`config.mk`:
```
export PLATFORM = sky130hd
export DESIGN_NAME = vcnd_ram
export DESIGN_NICKNAME = d
export VERILOG_FILES = /design/src/rtl/core/vcnd_ram.sv
export SDC_FILE = /design/constraint.sdc
export NUM_CORES = 1
export LEC_CHECK = 0
export BUFFER_PORTS_ARGS = -buffer_cell sky130_fd_sc_hd__buf_4
export CAP_MARGIN = 20
export CORE_MARGIN = 5
export CORE_UTILIZATION = 55
export DETAILED_ROUTE_END_ITERATION = 7
export PLACE_DENSITY = 0.68
export REMOVE_ABC_BUFFERS = 1
export SYNTH_ARGS = -nofsm -noshare
export SYNTH_HDL_FRONTEND = slang
export SYNTH_SLANG_ARGS = --single-unit
```
`constraint.sdc`:
```
create_clock -name clk -period 5.3 [get_ports clk]
set_input_delay 0.265 -clock clk [delete_from_list [all_inputs] [get_ports clk]]
set_output_delay 0.265 -clock clk [all_outputs]
set_load 0.03 [all_outputs]
```
`src/rtl/core/vcnd_ram.sv`:
```
// Generic simple dual-port RAM, one write and one registered read port.
// No dependencies.
module vcnd_ram #(
  parameter int WIDTH = 8,
  parameter int DEPTH = 64
) (
  input  logic                     clk,
  input  logic                     we,
  input  logic [$clog2(DEPTH)-1:0] waddr,
  input  logic [WIDTH-1:0]         wdata,
  input  logic                     re,
  input  logic [$clog2(DEPTH)-1:0] raddr,
  output logic [WIDTH-1:0]         rdata
);

  logic [WIDTH-1:0] mem [DEPTH];

  always_ff @(posedge clk) begin
    if (we) begin
      mem[waddr] <= wdata;
    end
    if (re) begin
      rdata <= mem[raddr];
    end
  end

endmodule

```
==> impl_metrics.yaml, run 1 <==
final_layout:
  final_area_um2: 22390
  antennaDiodeCount: 0
  syn2layout_area_growth_pct: 10.60
  nFillCells: 2486
  nNetsFinal: 1002
  final_layout_size_suffix_gt1_share_pct: 24.66
drt:
  wire_per_inst_um: 27.57
  drt_iter0_drc: 930
  remaining_drc_errors: 0
  dr.pass1.iters: 5
  ant_nets: 0
  num_vias: 9381
  wirelength_mm: 40.97
  routed_via_density: 6.313
global_routing:
  grt_pass1_wl_mm: 61.81
  antenna_found_initial: 0
  first_global_vias: 9383
  grt_max_degree: 65
  grt_overflow: 0
  grt_usage_pct: 20.39
status:
  outcome: "complete, no violations"
power:
  switching_share_pct: 20.34
  p_per_area_nw_per_um2: 374.0
  max-vdd-ir-drop_v: 0.0002500
  p_int_mw: 6.671
  sequentialPowerShare_pct: 54.6
  p_sw_mw: 1.703
  p_comb_share_pct: 4.9
  p_leak_nw: 6.936
  p_total_mw: 8.375
  clkPwrFrac_pct: 40.5
run:
  cap_violations: 0
worst_setup_path:
  max_stage_delay_ns: 0.65
  crit_required_ns: 5.60
  worstSetupPathType: "input port to register"
  crit_chain: "buf_4, buf_4, mux4_2, mux2_2, a221oi_1, o2bb2ai_1"
  crit_path_end_kind: "register"
  crit_path_frequent_cell: "buf_4"
  cp_slowest_cell: "buf_4"
  startpoint_type: "input port"
  critPathArrivalTime_ns: 2.66
  cp_max_fo: 57
timing:
  fin_crit_sh_pct: 44.51
  fin_tns_setup_ns: 0
  fmax_ghz: 0.4239
  finalCriticalPeriod_ns: 2.359
  setup_ws_ns: 2.941
  setup_viol: 0
  hold_viol: 0
  worst-slew-pin-transition_ns: 0.9709
  rsz0062_at_grt: "no"
  final.setup_skew_ns: 0.01267
  timing.final.max_slew_violations: 0
  slew_headroom_pct: 35.03
floorplanning:
  core_area_um2: 36430
  die-height_um: 201.9
  io_pins: 31
  dieWidth_um: 201.9
  rows: 70
  initial_utilization_pct: 55.57
  dieArea_um2: 40750
cts:
  clock-root-buffer: "clkbuf_16"
  clk_pin_slew_ns: 0.06
  numCtsBuffers: 50
  clk_latency_ns: 0.57
  htree_num_levels: 2
  cts_sinks: 520
  cts.repair.resized: 0
  cts_setup_buffers: 0
  hold_buffers: 0
  cts_tree: "yes"
  clock_path_buffers: 3
yosys:
  synthFlopType: "edfxtp_1"
  yosys_register_bits: 520
  muxShareOfSynthArea_pct: 15.88
  synth_edf_count: 520
  synth_commonest_cells: "edfxtp_1 (520), mux4_2 (126), nor2_1 (83)"
  synth_cell_type_count: 39
  synth_area_leaders: "edfxtp_1 (77%), mux4_2 (14%), nor2_1 (1.5%)"
  syn-cell-area_um2: 20250
  synth_area_per_cell_um2: 21.54
  synth-simple-area-share_pct: 3.374
  synth_compound_area_share_pct: 2.064
  yosysMostFrequentCell: "edfxtp_1"
  synth_top_family_by_area: "multiplexers"
  synth-seq-area-share_pct: 77.12
  synth_xor_area_share_pct: 0
  syn_inst: 940
  synth-adder-area-share_pct: 0
  yosysWarnings: 0
  synth_top_area_share_pct: 77.12
  synthArstFlopShare_pct: 0
  synth_top_area_cell: "edfxtp_1"
placed_design:
  gp_congestion: 0.7787
  place_ws_ns: 2.306
  placed_area_um2: 20830
  dp_hpwl_mm: 24.22
  numPortBuffers: 30
worst_hold_path:
  min_path_type: "input port to register"
## power by group through the flow
stage               clock, mW  combinational, mW  sequential [mW]
floorplan                   0              0.177             4.67
global placement            0              0.410             4.66
detailed placement          0              0.416             4.66
CTS                      3.44              0.417             4.57
global route             3.64              0.440             4.57
finish                   3.39              0.410             4.57
## flip-flops by register name (all words and copies together) (netlist names)
signal,count
mem,512
rdata,8
## kinds of logic after synthesis
family                 count (synthesis)
flip-flops                           520
buffers and inverters                 51
AND/OR/NAND/NOR                      153
AO/OA/AOI/OAI                         54
multiplexers                         162
## final timing paths
path / from / to / slack, ns / cells past startpoint
hold / removal: re / rdata[0] / 0.02 / 1
setup reg to reg: mem[29][4] / rdata[4] / 3.13 / 5
setup / recovery: raddr[2] / rdata[0] / 2.94 / 6
hold reg to reg: mem[26][4] / rdata[4] / 0.92 / 3
## critical path, delay by kind of cell
| kind | cells | cell delay (ns) |
|---|---|---|
| buf+inv | 2 | 1.10 |
| mux | 2 | 0.65 |
| compound gates | 2 | 0.60 |
## layout make-up
cell class	instances	area, µm²	area share (%)
clock inverter	30	246.5	1.101
clock buffer	61	1314	5.867
sequential	520	15620	69.73
multi-input combinational	369	4315	19.27
tap	468	585.6	2.615
timing repair buffer	38	316.6	1.414
## placed cells by master, fill, tap and decap left out, types with 3 or more instances in the layout
cell,Yosys,final
mux2_2,13,13
clkbuf_1,17,10
clkinv_1,0,9
edfxtp_1,520,520
mux2i_1,23,23
buf_4,13,35
bufinv_16,0,4
nor2_1,83,83
o221ai_1,8,8
nand2_1,19,19
o2111ai_1,3,3
a22oi_1,3,3
mux4_2,126,126
o2bb2ai_1,3,3
clkinv_2,0,15
a211oi_1,4,4
o22ai_1,8,8
nand2b_1,7,7
nand3_1,13,13
a21oi_1,3,3
a221oi_1,6,6
nor2b_1,14,14
nor3_1,7,7
clkbuf_16,0,51
nand3b_1,3,3
## stage by stage
step / hold slack, ns / cells / utilization (%)
after floorplan: 0.3639 / 889 / -
after global placement: 0.5865 / 1395 / 57.18
after detailed placement: 0.5858 / 1395 / 57.18
after CTS: 0.003565 / 1486 / 61.46
after global routing: 0.01096 / 1486 / 61.46
final: 0.02273 / 1486 / 61.46
## metal layers
| metal | track usage (%) | part of all wire [%] | up-vias |
|---|---|---|---|
| met5 | 0 | 0 | - |
| met4 | 6.104 | 2.7 | 0 |
| met3 | 3.353 | 6.6 | 70 |
| met2 | 31.46 | 48 | 348 |
| met1 | 30.78 | 43 | 4953 |
| li1 | - | - | 4010 |
No activity file was read; power rests on OpenSTA's default activity.
==> run 2: changes to the inputs <==
- clock period: 5.3 -> 2.4 ns (I/O delays scaled with it)
==> run 2 against run 1 <==
Effect of this change: via count increased by 6.9%; final cell count increased by 7.0%; sequential share of layout area decreased by 2.6 points; clock skew increased by 0.0027 ns; flip-flop and latch count unchanged; routed wire length increased by 7.1%; utilization increased by 2.4 points; cell area increased by 3.9%; largest cell class unchanged; largest power group unchanged.
==> impl_metrics.yaml, run 2 (synthesis gave the netlist of run 1 again) <==
status:
  outcome: "complete, no violations"
final_layout:
  regMostFlops: "mem"
  reg_top3: "mem: 512 flops, rdata: 8 flops"
  antennaDiodeCount: 0
  final_area_um2: 23260
  final_cells: 1590
  final_layout_size_suffix_gt1_share_pct: 30.84
  mostFrequentLayoutCell: "edfxtp_1"
  syn2layout_area_growth_pct: 14.86
  nNetsFinal: 1108
  layout_common_cells: "edfxtp_1 (520), buf_4 (129), mux4_2 (126), nor2_1 (83), clkbuf_16 (53)"
  largest_reg_flops: 512
cts:
  numCtsBuffers: 51
  clock-root-buffer: "clkbuf_16"
  cts.repair.resized: 0
  clk_pin_slew_ns: 0.06
  htree_num_levels: 2
  clock_path_buffers: 3
  cts_tree: "yes"
  cts_sinks: 520
  clk_latency_ns: 0.58
worst_setup_path:
  path_delay_family: "multiplexers"
  r2r-start: "mem[24][6]"
  startpoint_type: "register"
  path_buf_inv: 1
  critPathArrivalTime_ns: 2.40
  regToRegSetupSlack_ns: 0.33
  crit_required_ns: 2.72
  rr_worst_depth: 6
  max_stage_delay_ns: 0.47
  crit_chain: "mux4_2, mux2_2, o221a_2, nor3_1, buf_4, o32ai_1"
  cp_max_fo: 1
  crit_path_end_kind: "register"
  worstSetupPathType: "register to register"
  cp_slowest_cell: "mux4_2"
  regToRegEndpoint: "rdata[6]"
floorplanning:
  core_area_um2: 36430
  initial_utilization_pct: 55.57
  rows: 70
  die-height_um: 201.9
  dieArea_um2: 40750
  io_pins: 31
  dieWidth_um: 201.9
timing:
  hold_viol: 0
  timing.final.max_slew_violations: 0
  setup_viol: 0
  slew_headroom_pct: 44.08
  fin_tns_setup_ns: 0
  worst-slew-pin-transition_ns: 0.8358
  rsz0062_at_grt: "no"
  fmax_ghz: 0.4821
  finalCriticalPeriod_ns: 2.074
  fin_crit_sh_pct: 86.43
  final.setup_skew_ns: 0.01540
drt:
  drt_iter0_drc: 987
  remaining_drc_errors: 0
  wl_met1_mm: 17.61
  dr.pass1.iters: 5
  routed_via_density: 6.309
  wl_met3_mm: 3.751
  wire_per_inst_um: 27.58
  top_layer: "met4"
  num_vias: 10032
  routed-wl-met2_mm: 21.26
  wirelength_mm: 43.86
  ant_nets: 0
worst_hold_path:
  min-delay-start: "wdata[5]"
  hold_end: "mem[9][5]"
  min_path_type: "input port to register"
  hold_depth: 1
global_routing:
  grt_overflow: 0
  first_global_vias: 10076
  grt_pass1_wl_mm: 65.87
  grt_usage_pct: 21.89
  grt_max_degree: 65
  antenna_found_initial: 0
placed_design:
  dp.cells: 1496
  numPortBuffers: 30
  placed_area_um2: 21680
  gp_congestion: 0.8022
  dp_hpwl_mm: 26.97
run:
  cap_violations: 0
power:
  max-vdd-ir-drop_v: 0.0006400
  p_per_area_nw_per_um2: 797.0
  p_leak_nw: 7.488
==> run 2: area by class of cell <==
cell class | count | area [µm²]
Timing Repair Buffer | 143 | 1202
Fill cell | 2454 | 13180
Sequential cell | 520 | 15620
Tap cell | 468 | 585.6
Multi-Input combinational cell | 369 | 4315
Clock inverter | 21 | 151.4
Clock buffer | 69 | 1386
==> run 2: worst reg2reg max path: stages, from the launching register on <==
cell,delay (ns)
edfxtp_1,0.37
mux4_2,0.47
mux2_2,0.27
o221a_2,0.27
nor3_1,0.18
buf_4,0.15
o32ai_1,0.09
==> run 2: how the worst max path moves through the flow <==
stage,start,endpoint,slack [ns],depth (start not counted)
4_1_cts,mem[46][0],rdata[0],0.32,5
3_5_place_dp,raddr[1],rdata[3],0.08,7
2_1_floorplan,mem[29][4],rdata[4],0.58,5
5_1_grt,mem[2][3],rdata[3],0.20,5
6_report,mem[24][6],rdata[6],0.33,6
3_3_place_gp,raddr[0],rdata[3],0.01,7
==> run 2: metrics by stage <==
stage / power (mW) / setup slack, ns / hold WS [ns] / utilization (%)
final: 18.53 / 0.3257 / 0.05857 / 63.83
after global routing: 19.15 / 0.2035 / 0.1068 / 63.83
after CTS: 18.65 / 0.3190 / 0.09001 / 63.83
after floorplan: 10.69 / 0.5773 / 0.2189 / -
after detailed placement: 11.31 / 0.07874 / 0.4514 / 59.50
after global placement: 11.29 / 0.01480 / 0.4489 / 59.50
==> run 2: layer usage <==
metal / track usage, % / vias to the layer above
li1: - / 4224
met1: 31.76 / 5296
met2: 34.16 / 434
met3: 4.813 / 78
met4: 6.641 / 0
met5: 0 / -
==> run 2: where the power goes <==
group          switching (mW)  internal [mW]  total (mW)
logic                   0.602          0.411        1.01
registers              0.0282           10.1        10.1
clock network            3.18           4.24        7.42
==> run 2: timing repair <==
action / in CTS / in global routing
endpoints found under the hold margin: 14 / 0
setup endpoints to repair: 0 / 0
hold buffers: 4 / 0
buffers inserted: 0 / 0
==> run 3: changes to the inputs <==
- ABC_AREA: not set -> 1
==> run 3 against run 2 <==
Effect of this change: register-to-register slack improved by 0.58 ns; combinational power is 19% higher; final cell count grew 53%; global-route usage increased by 1.8 points; flip-flop and latch count stayed put; critical path depth is 1 lower.
==> impl_metrics.yaml, run 3 <==
worst_setup_path:
  startpoint_type: "input port"
  r2r-start: "mem[35][3]"
  path_buf_inv: 3
  regToRegSetupSlack_ns: 0.91
  crit_required_ns: 2.68
  critPathArrivalTime_ns: 1.94
  worstSetupPathType: "input port to register"
  cp_slowest_cell: "nand4_1"
  regToRegEndpoint: "rdata[3]"
  crit_path_frequent_cell: "buf_4"
  crit_chain: "dlygate4sd3_1, buf_4, nand4_1, nor2_1, buf_4"
  crit_path_end: "mem[31][3]"
  path_delay_family: "buffers and inverters"
  crit_path_end_kind: "register"
  crit_cells: 5
  rr_worst_depth: 8
  max_stage_delay_ns: 0.58
  startpoint: "waddr[0]"
  cp_max_fo: 9
drt:
  num_vias: 14000
  drt_iter0_drc: 1501
  remaining_drc_errors: 0
  wirelength_mm: 51.82
  wire_per_inst_um: 21.26
  routed_via_density: 5.745
  dr.pass1.iters: 5
  ant_nets: 0
floorplanning:
  core_area_um2: 38560
  dieArea_um2: 42990
  rows: 72
  initial_utilization_pct: 55.55
  die-height_um: 207.3
  dieWidth_um: 207.3
  io_pins: 31
power:
  p_sw_mw: 4.159
  p_comb_share_pct: 6.3
  max-vdd-ir-drop_v: 0.0006396
  p_leak_nw: 8.761
  sequentialPowerShare_pct: 53.2
  switching_share_pct: 21.89
  p_int_mw: 14.84
  p_total_mw: 19.00
  clkPwrFrac_pct: 40.5
  p_per_area_nw_per_um2: 792.1
final_layout:
  largest_reg_flops: 512
  nFillCells: 3021
  mostFrequentLayoutCell: "nand2_1"
  nNetsFinal: 1900
  syn2layout_area_growth_pct: 11.96
  antennaDiodeCount: 0
  final_layout_size_suffix_gt1_share_pct: 10.27
  regMostFlops: "mem"
  layout_common_cells: "nand2_1 (648), edfxtp_1 (520), nand3_1 (439), buf_4 (118), nor2_1 (56)"
  final_cells: 2437
  reg_top3: "mem: 512 flops, rdata: 8 flops"
  utilization_pct: 62.20
yosys:
  synthFlopType: "edfxtp_1"
  yosysWarnings: 0
  synth_edf_count: 520
  synth_area_leaders: "edfxtp_1 (73%), nand2_1 (11%), nand3_1 (10%)"
  syn-cell-area_um2: 21420
  syn_inst: 1805
  synth_commonest_cells: "nand2_1 (648), edfxtp_1 (520), nand3_1 (439)"
  synth_top_area_share_pct: 72.90
  yosysMostFrequentCell: "nand2_1"
  synth-seq-area-share_pct: 72.90
  synth_cell_type_count: 15
  yosys_register_bits: 520
  synth_top_area_cell: "edfxtp_1"
  synthArstFlopShare_pct: 0
  synth_area_per_cell_um2: 11.87
global_routing:
  grt_usage_pct: 23.68
  first_global_vias: 13672
  grt_overflow: 0
  grt_pass1_wl_mm: 79.27
  antenna_found_initial: 1
  grt_max_degree: 87
run:
  cap_violations: 0
timing:
  fmax_ghz: 0.6046
  worst-slew-pin-transition_ns: 0.8245
  fin_crit_sh_pct: 68.91
  final.setup_skew_ns: 0.01257
  setup_viol: 0
  rsz0062_at_grt: "no"
  timing.final.max_slew_violations: 0
  hold_viol: 0
  finalCriticalPeriod_ns: 1.654
  slew_headroom_pct: 45.03
cts:
  cts_tree: "yes"
  clk_latency_ns: 0.58
  clock_path_buffers: 3
  clock-root-buffer: "clkbuf_16"
  htree_num_levels: 2
  numCtsBuffers: 51
  cts.repair.resized: 0
  clk_pin_slew_ns: 0.06
  cts_sinks: 520
placed_design:
  dp.cells: 2338
  gp_congestion: 0.8516
  numPortBuffers: 30
  dp_hpwl_mm: 30.08
status:
  outcome: "complete, no violations"
worst_hold_path:
  min_path_type: "input port to register"
==> run 3: stage by stage <==
step	hold WS, ns	setup slack (ns)	TNS (ns)	area (µm²)
floorplan	0.2189	-0.3770	-2.953	20610
global placement	0.4262	0.4334	0	22340
detailed placement	0.4230	0.4247	0	22340
CTS	0.01740	0.8079	0	23980
global route	0.05661	0.7088	0	23980
finish	0.04648	0.7461	0	23980
==> run 3: per-layer routing <==
| layer | wire (µm) | track usage (%) |
|---|---|---|
| met4 | 1569 | 7.615 |
| met2 | 24950 | 38.78 |
| met1 | 21200 | 33.10 |
| met5 | 7 | 0 |
| met3 | 4099 | 3.718 |
==> run 3: logic make-up after synthesis <==
group         count (synthesis)  share of synthesized area (%)
buf+inv                     125                          4.007
flops                       520                          72.90
simple gates               1160                          23.09
==> run 3: worst min-delay path by stage <==
stage	depth (start not counted)	to	from
after floorplan	0	mem[0][0]	wdata[0]
after global placement	1	rdata[1]	re
after detailed placement	1	rdata[2]	re
after CTS	4	rdata[2]	raddr[4]
after global routing	4	rdata[2]	raddr[4]
final	4	rdata[2]	raddr[4]
==> run 3: final cells by class <==
type | count | area [µm²] | area share, %
Clock buffer | 67 | 1379 | 5.749
Clock inverter | 28 | 224.0 | 0.9339
Inverter | 12 | 52.55 | 0.2191
Multi-Input combinational cell | 1160 | 4946 | 20.62
Sequential cell | 520 | 15620 | 65.11
Tap cell | 518 | 648.1 | 2.703
Timing Repair Buffer | 132 | 1117 | 4.659
==> run 3: timing repair <==
action / CTS / global route
hold endpoints to repair: 18 / 0
hold buffers: 4 / 0
buffers inserted: 0 / 0
setup endpoints to repair: 0 / 0
==> run 3: power by group through the flow <==
stage / Sequential, mW / Clock [mW] / Combinational [mW]
after CTS: 10.1 / 7.82 / 1.20
after floorplan: 10.3 / 0 / 0.508
final: 10.1 / 7.70 / 1.20
after detailed placement: 10.3 / 0 / 1.19
after global placement: 10.3 / 0 / 1.17
after global routing: 10.1 / 8.17 / 1.31
==> run 3: worst reg2reg max path: stages (launching register included) <==
cell and delay, ns:
edfxtp_1 0.36, nand2_1 0.07, nand3_1 0.09, nand3_1 0.15, nand2_1 0.11, nand2_1 0.09
nand3_1 0.18, nand3_1 0.13, nand2_1 0.05
